===== config.mk =====
export PLATFORM = sky130hd
export DESIGN_NAME = cubic_attack_click_ramp
export DESIGN_NICKNAME = d
export VERILOG_FILES = /design/src/rtl/cacr_pkg.sv /design/src/rtl/cacr_front.sv /design/src/rtl/cacr_back.sv /design/src/rtl/cubic_attack_click_ramp.sv
export SDC_FILE = /design/constraint.sdc
export NUM_CORES = 2
export LEC_CHECK = 0
export ABC_AREA = 1
export BUFFER_PORTS_ARGS = -buffer_cell sky130_fd_sc_hd__buf_2
export CORE_UTILIZATION = 59
export DETAILED_ROUTE_END_ITERATION = 16
export HOLD_SLACK_MARGIN = 0.15
export PLACE_DENSITY = 0.79
export SETUP_SLACK_MARGIN = 0.05
export SLEW_MARGIN = 20
export SYNTH_ARGS = -nofsm -noshare
export SYNTH_HDL_FRONTEND = slang
export SYNTH_HIERARCHICAL = 1
export SYNTH_SLANG_ARGS = --single-unit
export TNS_END_PERCENT = 50

===== constraint.sdc =====
create_clock -name clk -period 8.6 [get_ports clk]
set_clock_uncertainty 0.2 [all_clocks]
set_input_delay 1.72 -clock clk [delete_from_list [all_inputs] [get_ports clk]]
set_output_delay 1.72 -clock clk [all_outputs]
set_load 0.01 [all_outputs]

===== src/rtl/cacr_pkg.sv =====
package cacr_pkg;

  localparam int SAMPLE_BITS = 24;
  localparam int GAIN_BITS = 24;
  localparam int LENGTH_BITS = 20;
  localparam int STEP_BITS = 24;
  localparam int CFG_DATA_BITS = 24;
  localparam int CFG_INDEX_BITS = 1;
  localparam int QUEUE_DEPTH = 2;

  localparam int DEF_START_RAMP_SAMPLES = 100;
  localparam int DEF_POSITION_BITS = 20;

  localparam logic [GAIN_BITS-1:0] GAIN_MAX = {GAIN_BITS{1'b1}};

  localparam logic [CFG_INDEX_BITS-1:0] CFG_ATTACK_LENGTH = 1'd0;
  localparam logic [CFG_INDEX_BITS-1:0] CFG_ATTACK_STEP = 1'd1;

  localparam logic REQ_SAMPLE = 1'b0;
  localparam logic REQ_TRIGGER = 1'b1;

  typedef struct packed {
    logic                          req_type;
    logic signed [SAMPLE_BITS-1:0] left_in;
    logic signed [SAMPLE_BITS-1:0] right_in;
  } req_item_t;

  typedef struct packed {
    logic signed [SAMPLE_BITS-1:0] left_out;
    logic signed [SAMPLE_BITS-1:0] right_out;
  } rsp_item_t;

  typedef struct packed {
    logic [LENGTH_BITS-1:0] attack_length;
    logic [STEP_BITS-1:0]   attack_step;
  } cfg_t;

  typedef enum logic {
    CMD_SAMPLE,
    CMD_TRIGGER
  } cmd_kind_t;

  // samples are kept as sign and magnitude for the unsigned multiplier
  typedef struct packed {
    cmd_kind_t              kind;
    logic                   left_neg;
    logic [SAMPLE_BITS-1:0] left_mag;
    logic                   right_neg;
    logic [SAMPLE_BITS-1:0] right_mag;
  } cmd_t;

  typedef enum logic [1:0] {
    MODE_NONE,
    MODE_ATTACK,
    MODE_START
  } ramp_mode_t;

  typedef enum logic [2:0] {
    ST_IDLE,
    ST_GAIN,
    ST_SQUARE,
    ST_CUBE,
    ST_LEFT,
    ST_RIGHT,
    ST_HOLD
  } back_state_t;

  function automatic logic [SAMPLE_BITS-1:0] cond_negate(
    input logic                   neg,
    input logic [SAMPLE_BITS-1:0] v
  );
    cond_negate = neg ? (SAMPLE_BITS'(0) - v) : v;
  endfunction

endpackage


===== src/rtl/cacr_front.sv =====
module cacr_front (
  input  logic                 clk,
  input  logic                 rst,
  input  logic                 req_valid,
  output logic                 req_ready,
  input  cacr_pkg::req_item_t  req,
  output logic                 cmd_valid,
  input  logic                 cmd_pop,
  output cacr_pkg::cmd_t       cmd
);

  localparam int DEPTH = cacr_pkg::QUEUE_DEPTH;
  localparam int PTR_BITS = (DEPTH > 1) ? $clog2(DEPTH) : 1;
  localparam int CNT_BITS = $clog2(DEPTH + 1);

  cacr_pkg::cmd_t entries [DEPTH];
  cacr_pkg::cmd_t cmd_in;
  logic [PTR_BITS-1:0] wr_ptr;
  logic [PTR_BITS-1:0] rd_ptr;
  logic [CNT_BITS-1:0] count;
  logic [cacr_pkg::SAMPLE_BITS-1:0] left_raw;
  logic [cacr_pkg::SAMPLE_BITS-1:0] right_raw;
  logic push;
  logic pop;

  assign left_raw = req.left_in;
  assign right_raw = req.right_in;

  // classify the beat and split samples into sign and magnitude
  always_comb begin
    cmd_in.kind = (req.req_type == cacr_pkg::REQ_TRIGGER) ? cacr_pkg::CMD_TRIGGER
                                                         : cacr_pkg::CMD_SAMPLE;
    cmd_in.left_neg = left_raw[cacr_pkg::SAMPLE_BITS-1];
    cmd_in.left_mag = cacr_pkg::cond_negate(left_raw[cacr_pkg::SAMPLE_BITS-1], left_raw);
    cmd_in.right_neg = right_raw[cacr_pkg::SAMPLE_BITS-1];
    cmd_in.right_mag = cacr_pkg::cond_negate(right_raw[cacr_pkg::SAMPLE_BITS-1], right_raw);
  end

  assign req_ready = (count != CNT_BITS'(DEPTH));
  assign cmd_valid = (count != CNT_BITS'(0));
  assign push = req_valid && req_ready;
  assign pop = cmd_pop && cmd_valid;
  assign cmd = entries[rd_ptr];

  always_ff @(posedge clk) begin
    if (push) begin
      entries[wr_ptr] <= cmd_in;
    end
  end

  always_ff @(posedge clk) begin
    if (rst) begin
      wr_ptr <= '0;
      rd_ptr <= '0;
      count <= '0;
    end else begin
      if (push) begin
        wr_ptr <= (wr_ptr == PTR_BITS'(DEPTH - 1)) ? '0 : wr_ptr + PTR_BITS'(1);
      end
      if (pop) begin
        rd_ptr <= (rd_ptr == PTR_BITS'(DEPTH - 1)) ? '0 : rd_ptr + PTR_BITS'(1);
      end
      if (push && !pop) begin
        count <= count + CNT_BITS'(1);
      end else if (pop && !push) begin
        count <= count - CNT_BITS'(1);
      end
    end
  end

endmodule


===== src/rtl/cacr_back.sv =====
module cacr_back #(
  parameter int START_RAMP_SAMPLES = cacr_pkg::DEF_START_RAMP_SAMPLES,
  parameter int POSITION_BITS = cacr_pkg::DEF_POSITION_BITS
) (
  input  logic                 clk,
  input  logic                 rst,
  input  cacr_pkg::cfg_t       cfg,
  input  logic                 cmd_valid,
  output logic                 cmd_pop,
  input  cacr_pkg::cmd_t       cmd,
  output logic                 rsp_valid,
  input  logic                 rsp_ready,
  output cacr_pkg::rsp_item_t  rsp
);

  localparam int G = cacr_pkg::GAIN_BITS;
  localparam int AW = (POSITION_BITS > G) ? POSITION_BITS : G;
  localparam int BW = G + 1;
  localparam int PW = AW + BW;
  localparam int LIM_BITS = (cacr_pkg::LENGTH_BITS > 17) ? cacr_pkg::LENGTH_BITS : 17;
  localparam int CW = (POSITION_BITS + 1 > LIM_BITS) ? POSITION_BITS + 1 : LIM_BITS;
  localparam logic [BW-1:0] GAIN_ONE = BW'(1) << G;
  localparam logic [BW-1:0] START_STEP = BW'(GAIN_ONE / START_RAMP_SAMPLES);

  cacr_pkg::back_state_t state, state_next;
  cacr_pkg::ramp_mode_t  mode;
  cacr_pkg::cmd_t        cur;
  logic [POSITION_BITS-1:0] pos;
  logic [G-1:0] gain;
  logic [G-1:0] gain_sq;
  logic [AW-1:0] mul_a;
  logic [BW-1:0] mul_b;
  logic [PW-1:0] prod;
  logic [G-1:0] prod_hi;
  logic [G-1:0] gain_sat;
  logic [CW-1:0] pos_inc;
  logic [CW-1:0] limit;

  assign prod = PW'(mul_a) * PW'(mul_b);
  assign prod_hi = prod[2*G-1:G];
  assign gain_sat = (prod > PW'(cacr_pkg::GAIN_MAX)) ? cacr_pkg::GAIN_MAX : prod[G-1:0];
  assign pos_inc = CW'(pos) + CW'(1);
  assign limit = (mode == cacr_pkg::MODE_ATTACK) ? CW'(cfg.attack_length)
                                                : CW'(START_RAMP_SAMPLES);

  always_comb begin
    state_next = state;
    unique case (state)
      cacr_pkg::ST_IDLE: begin
        if (cmd_valid) begin
          if (cmd.kind == cacr_pkg::CMD_TRIGGER) begin
            state_next = cacr_pkg::ST_IDLE;
          end else if (mode == cacr_pkg::MODE_NONE) begin
            state_next = cacr_pkg::ST_HOLD;
          end else begin
            state_next = cacr_pkg::ST_GAIN;
          end
        end
      end
      cacr_pkg::ST_GAIN: begin
        state_next = (mode == cacr_pkg::MODE_ATTACK) ? cacr_pkg::ST_SQUARE
                                                     : cacr_pkg::ST_LEFT;
      end
      cacr_pkg::ST_SQUARE: state_next = cacr_pkg::ST_CUBE;
      cacr_pkg::ST_CUBE:   state_next = cacr_pkg::ST_LEFT;
      cacr_pkg::ST_LEFT:   state_next = cacr_pkg::ST_RIGHT;
      cacr_pkg::ST_RIGHT:  state_next = cacr_pkg::ST_HOLD;
      cacr_pkg::ST_HOLD: begin
        if (rsp_ready) begin
          state_next = cacr_pkg::ST_IDLE;
        end
      end
      default: state_next = cacr_pkg::ST_IDLE;
    endcase
  end

  // operand steering for the shared multiplier
  always_comb begin
    cmd_pop = 1'b0;
    rsp_valid = 1'b0;
    mul_a = '0;
    mul_b = '0;
    unique case (state)
      cacr_pkg::ST_IDLE: cmd_pop = cmd_valid;
      cacr_pkg::ST_GAIN: begin
        mul_a = AW'(pos);
        mul_b = (mode == cacr_pkg::MODE_ATTACK) ? BW'(cfg.attack_step) : START_STEP;
      end
      cacr_pkg::ST_SQUARE: begin
        mul_a = AW'(gain);
        mul_b = BW'(gain);
      end
      cacr_pkg::ST_CUBE: begin
        mul_a = AW'(gain_sq);
        mul_b = BW'(gain);
      end
      cacr_pkg::ST_LEFT: begin
        mul_a = AW'(cur.left_mag);
        mul_b = BW'(gain);
      end
      cacr_pkg::ST_RIGHT: begin
        mul_a = AW'(cur.right_mag);
        mul_b = BW'(gain);
      end
      cacr_pkg::ST_HOLD: rsp_valid = 1'b1;
      default: ;
    endcase
  end

  always_ff @(posedge clk) begin
    if (rst) begin
      state <= cacr_pkg::ST_IDLE;
      mode <= cacr_pkg::MODE_NONE;
      pos <= '0;
    end else begin
      state <= state_next;
      if (state == cacr_pkg::ST_IDLE && cmd_valid && cmd.kind == cacr_pkg::CMD_TRIGGER) begin
        mode <= (cfg.attack_length != '0) ? cacr_pkg::MODE_ATTACK : cacr_pkg::MODE_START;
        pos <= '0;
      end
      if (state == cacr_pkg::ST_RIGHT) begin
        pos <= pos_inc[POSITION_BITS-1:0];
        if (pos_inc >= limit) begin
          mode <= cacr_pkg::MODE_NONE;
        end
      end
    end
  end

  always_ff @(posedge clk) begin
    case (state)
      cacr_pkg::ST_IDLE: begin
        if (cmd_valid) begin
          cur <= cmd;
          // pass-through when no ramp runs
          rsp.left_out <= signed'(cacr_pkg::cond_negate(cmd.left_neg, cmd.left_mag));
          rsp.right_out <= signed'(cacr_pkg::cond_negate(cmd.right_neg, cmd.right_mag));
        end
      end
      cacr_pkg::ST_GAIN:   gain <= gain_sat;
      cacr_pkg::ST_SQUARE: gain_sq <= prod_hi;
      cacr_pkg::ST_CUBE:   gain <= prod_hi;
      cacr_pkg::ST_LEFT:   rsp.left_out <= signed'(cacr_pkg::cond_negate(cur.left_neg, prod_hi));
      cacr_pkg::ST_RIGHT:  rsp.right_out <= signed'(cacr_pkg::cond_negate(cur.right_neg, prod_hi));
      default: ;
    endcase
  end

endmodule


===== src/rtl/cubic_attack_click_ramp.sv =====
// stereo envelope gain with a cubic attack or a short linear start ramp
// req channel (req_valid/req_ready/req): one beat is either a trigger
// (req_type 1) or a stereo sample pair (req_type 0); rsp channel
// (rsp_valid/rsp_ready/rsp) carries one gained sample pair per sample beat,
// triggers give no beat. cfg_we/cfg_index/cfg_data write attack_length
// (index 0) and attack_step (index 1, Q0.24 reciprocal of the length).
// a front queue of two entries takes beats and splits samples into sign and
// magnitude; a back sequencer runs all products through one shared multiplier.
// the back sequencer steps that multiplier one item at a time: a trigger
// is taken in idle and gives no result, a sample with no ramp goes
// straight to hold, a start ramp sample computes its gain and then the left
// and right products, and an attack sample computes gain, square and cube
// before left and right; each result then waits in hold for rsp_ready.
// when the receiver stalls the result holds in rsp and the queue keeps
// taking beats until its two entries are full, then req_ready drops.
// reset clears both registers, the queue and the ramp (no ramp active).
module cubic_attack_click_ramp #(
  parameter int START_RAMP_SAMPLES = cacr_pkg::DEF_START_RAMP_SAMPLES,
  parameter int POSITION_BITS = cacr_pkg::DEF_POSITION_BITS
) (
  input  logic                                  clk,
  input  logic                                  rst,
  input  logic                                  req_valid,
  output logic                                  req_ready,
  input  cacr_pkg::req_item_t                   req,
  output logic                                  rsp_valid,
  input  logic                                  rsp_ready,
  output cacr_pkg::rsp_item_t                   rsp,
  input  logic                                  cfg_we,
  input  logic [cacr_pkg::CFG_INDEX_BITS-1:0]   cfg_index,
  input  logic [cacr_pkg::CFG_DATA_BITS-1:0]    cfg_data
);

  cacr_pkg::cfg_t cfg;
  cacr_pkg::cmd_t cmd;
  logic cmd_valid;
  logic cmd_pop;

  always_ff @(posedge clk) begin
    if (rst) begin
      cfg.attack_length <= '0;
      cfg.attack_step <= '0;
    end else if (cfg_we) begin
      unique case (cfg_index)
        cacr_pkg::CFG_ATTACK_LENGTH:
          cfg.attack_length <= cfg_data[cacr_pkg::LENGTH_BITS-1:0];
        cacr_pkg::CFG_ATTACK_STEP:
          cfg.attack_step <= cfg_data[cacr_pkg::STEP_BITS-1:0];
        default: ;
      endcase
    end
  end

  cacr_front u_front (
    .clk       (clk),
    .rst       (rst),
    .req_valid (req_valid),
    .req_ready (req_ready),
    .req       (req),
    .cmd_valid (cmd_valid),
    .cmd_pop   (cmd_pop),
    .cmd       (cmd)
  );

  cacr_back #(
    .START_RAMP_SAMPLES (START_RAMP_SAMPLES),
    .POSITION_BITS      (POSITION_BITS)
  ) u_back (
    .clk       (clk),
    .rst       (rst),
    .cfg       (cfg),
    .cmd_valid (cmd_valid),
    .cmd_pop   (cmd_pop),
    .cmd       (cmd),
    .rsp_valid (rsp_valid),
    .rsp_ready (rsp_ready),
    .rsp       (rsp)
  );

endmodule


==> flow_metrics.env <==
export IMPL_outcome="completed"
export IMPL_crit_top_cell="nand2_2"
export IMPL_grt_ovfl_total=0
export IMPL_fin_crit_sh_pct=98.39
export IMPL_place_gp_congestion=1.062
export IMPL_cts_max_level=1
export IMPL_cp_arrival_ns=8.60
export IMPL_fin_nets=6131
export IMPL_ys_flop_type="edfxtp_1"
export IMPL_dieArea_um2=65330
export IMPL_met3_usage_pct=4.793
export IMPL_cts_tree="done"
export IMPL_drive_gt1_share_pct=21.57
export IMPL_synthArstFlopShare_pct=0
export IMPL_hpwl_um=106000
export IMPL_ant_nets=0
export IMPL_vias_per_cell=5.602
export IMPL_avgSynthCellArea_um2=7.822
export IMPL_min_period_ns=8.461
export IMPL_firstDrtPassIters=7
export IMPL_fin_area_um2=46040
export IMPL_setup_slack_ns=0.1388
export IMPL_drv_slew=0
export IMPL_syn_num_nets=5619
export IMPL_numCtsBuffers=29
export IMPL_rsz0062_at_grt="true"
export IMPL_max_cap_viol_count=0
export IMPL_max_freq_mhz=118.2
export IMPL_clock_sinks=322
export IMPL_tns_ns=0
export IMPL_via_count=34911
export IMPL_io_pins=129
export IMPL_root_buffer="clkbuf_16"
export IMPL_syn_area_um2=37950
export IMPL_postPlaceCellArea_um2=42910
export IMPL_routed_wl_um=130200
export IMPL_tightest_slew_ns=1.043
export IMPL_rows=92
export IMPL_crit_slowest_cell="fa_2"
export IMPL_coreArea_um2=63310
export IMPL_critPathMaxFanout=9
export IMPL_routedWlPerCell_um=20.89
export IMPL_synth_cell_types=57
export IMPL_clock_path_buffers=3
export IMPL_syn_to_final_growth_pct=21.33
export IMPL_setup_viol=0
export IMPL_seq_area_frac_synth_pct=23.53
export IMPL_antenna_found_initial=0
export IMPL_regToRegSetupSlack_ns=0.14
export IMPL_hold_buffers=0
export IMPL_grt_pass1_wl_um=193600
export IMPL_use_met1_pct=47.30
export IMPL_ys_warn_count=6
export IMPL_critPathKind="reg -> reg"
export IMPL_cts_clk_slew_worst_paths_ns=0.07
export IMPL_drc=0
export IMPL_first_global_vias=34251
export IMPL_numPortBuffers=128
export IMPL_clock_latency_ns=0.60
export IMPL_die_x_um=255.6
export IMPL_grtUsageTotal_pct=38.89
export IMPL_cp_required_ns=8.74
export IMPL_place_ws_ns=-0.2412
export IMPL_synth_edff_count=248
export IMPL_start_kind="flop"
export IMPL_grt_max_degree=54
export IMPL_drt_iter0_markers=3789
export IMPL_hold_viol=0
export IMPL_slew_headroom_pct=30.46
export IMPL_met2_usage_pct=65.73
export IMPL_final_util_pct=72.72
export IMPL_hp_class="reg -> reg"
export IMPL_insertedDiodeCount=0
export IMPL_max_stage_delay_ns=0.59
export IMPL_synthCells=4851
export IMPL_die_y_um=255.6
export IMPL_ys_seq_elements=322
export IMPL_busiest_layer="met2"
export IMPL_setup_worst_path_end_class="flop"
export IMPL_start_util_pct=59.93
## final cells by class
class	instances	area, µm²
sequential	322	8936
inverter	1031	3916
timing repair buffer	636	5260
multi-input combinational	3343	25830
clock buffer	31	775.7
tap	846	1059
fill	4872	17270
clock inverter	23	262.8
## cell usage in the layout (no fill, tap or decap), drive strengths merged, types with 9 or more instances in the layout
master / Yosys / routed
nand2: 1228 / 1228
inv: 1017 / 1028
buf: 41 / 630
nor2: 606 / 608
fa: 483 / 483
edfxtp: 248 / 248
nand3: 235 / 235
ha: 206 / 206
a21oi: 168 / 168
o21ai: 118 / 118
dfxtp: 74 / 74
mux2: 51 / 51
nand4: 38 / 38
clkbuf: 116 / 37
xor2: 37 / 37
nor3: 34 / 34
a22o: 26 / 26
xnor2: 23 / 23
clkinv: 14 / 15
o22ai: 12 / 12
nand3b: 10 / 10
or2: 10 / 10
o21bai: 9 / 9
## timing repair
action | in CTS | in global routing
resized for setup | 58 | 362
cloned | 3 | 6
setup endpoints to repair | 64 | 69
buffers inserted | 3 | 47
pin swaps | 13 | 145
## synthesized netlist by cell type (3+ instances only)
| master | number | area [µm²] |
|---|---|---|
| nand3_1 | 226 | 1131 |
| a22o_1 | 26 | 227.7 |
| o21bai_1 | 9 | 67.56 |
| o32ai_1 | 4 | 35.03 |
| xnor2_1 | 23 | 201.4 |
| buf_1 | 10 | 37.54 |
| buf_6 | 4 | 45.04 |
| nand3b_1 | 10 | 75.07 |
| o211ai_1 | 6 | 45.04 |
| buf_2 | 14 | 70.07 |
| nor2_1 | 572 | 2147 |
| clkinv_1 | 14 | 52.55 |
| nand3_2 | 8 | 80.08 |
| o21a_1 | 6 | 45.04 |
| o21ai_1 | 4 | 20.02 |
| mux2_2 | 51 | 574.3 |
| a21oi_1 | 148 | 740.7 |
| nand4_1 | 38 | 237.7 |
| nor2_4 | 5 | 56.30 |
| ha_1 | 206 | 2577 |
| nor2_2 | 29 | 181.4 |
| dfxtp_1 | 74 | 1481 |
| edfxtp_1 | 248 | 7447 |
| nor3_2 | 3 | 30.03 |
| nand2_1 | 1210 | 4542 |
| o22ai_1 | 12 | 75.07 |
| nand2_2 | 16 | 100.1 |
| a22oi_1 | 6 | 45.04 |
| a21oi_2 | 20 | 175.2 |
| inv_1 | 1007 | 3780 |
| nor3_1 | 31 | 155.2 |
| nor4_1 | 8 | 50.05 |
| o21ai_0 | 110 | 550.5 |
| inv_2 | 10 | 37.54 |
| or2_2 | 9 | 56.30 |
| xor2_1 | 37 | 324.1 |
| buf_4 | 11 | 82.58 |
| o21ai_2 | 4 | 35.03 |
| fa_1 | 483 | 9669 |
| clkbuf_1 | 115 | 431.7 |
## final timing paths
check / startpoint / endpoint / depth (start not counted)
setup / recovery: u_back/state[1] / u_back/rsp[47] / 41
hold / removal: cfg[3] / cfg[3] / 2
setup reg to reg: u_back/state[1] / u_back/rsp[47] / 41
hold reg to reg: cfg[3] / cfg[3] / 2
## metal layers
layer / share of wire (%) / routed length, µm
met3: 8.3 / 10830
met1: 36 / 46790
met2: 47 / 61700
met4: 8.3 / 10840
met5: 0 / 0
## sequential cells by signal (all words and copies together) (netlist names), named ones only
signal / cells
u_back/mode: 2
u_back/gain_sq: 24
u_back/cur: 50
cfg: 44
u_back/state: 3
u_back/gain: 24
u_front/entries: 102
u_front/rd_ptr: 1
u_back/pos: 20
u_back/rsp: 48
u_front/count: 2
u_front/wr_ptr: 1
## through the flow
| stage | hold slack (ns) | instances |
|---|---|---|
| finish | 0.2747 | 6232 |
| global route | 0.2985 | 6232 |
| CTS | 0.2760 | 6180 |
| detailed placement | 0.2648 | 6120 |
| global placement | 0.2560 | 6120 |
| floorplan | 0.2360 | 4851 |
## worst max-delay path, delay by kind of cell (launching register included)
kind | cells | cell delay, ns
compound gates | 2 | 0.43
fa+ha+maj | 8 | 3.96
buf+inv | 10 | 0.97
flops | 1 | 0.36
simple gates | 21 | 2.27
## logic make-up after synthesis
logic type,synth area share (%)
mux,1.514
xor+xnor,1.385
compound gates,5.741
fa+ha+maj,32.27
simple gates,23.48
flops,23.53
buf+inv,12.08
Power is left out: the tool's default activity adds up to more than one toggle a clock period on the data nets, which glitch-free logic cannot reach.
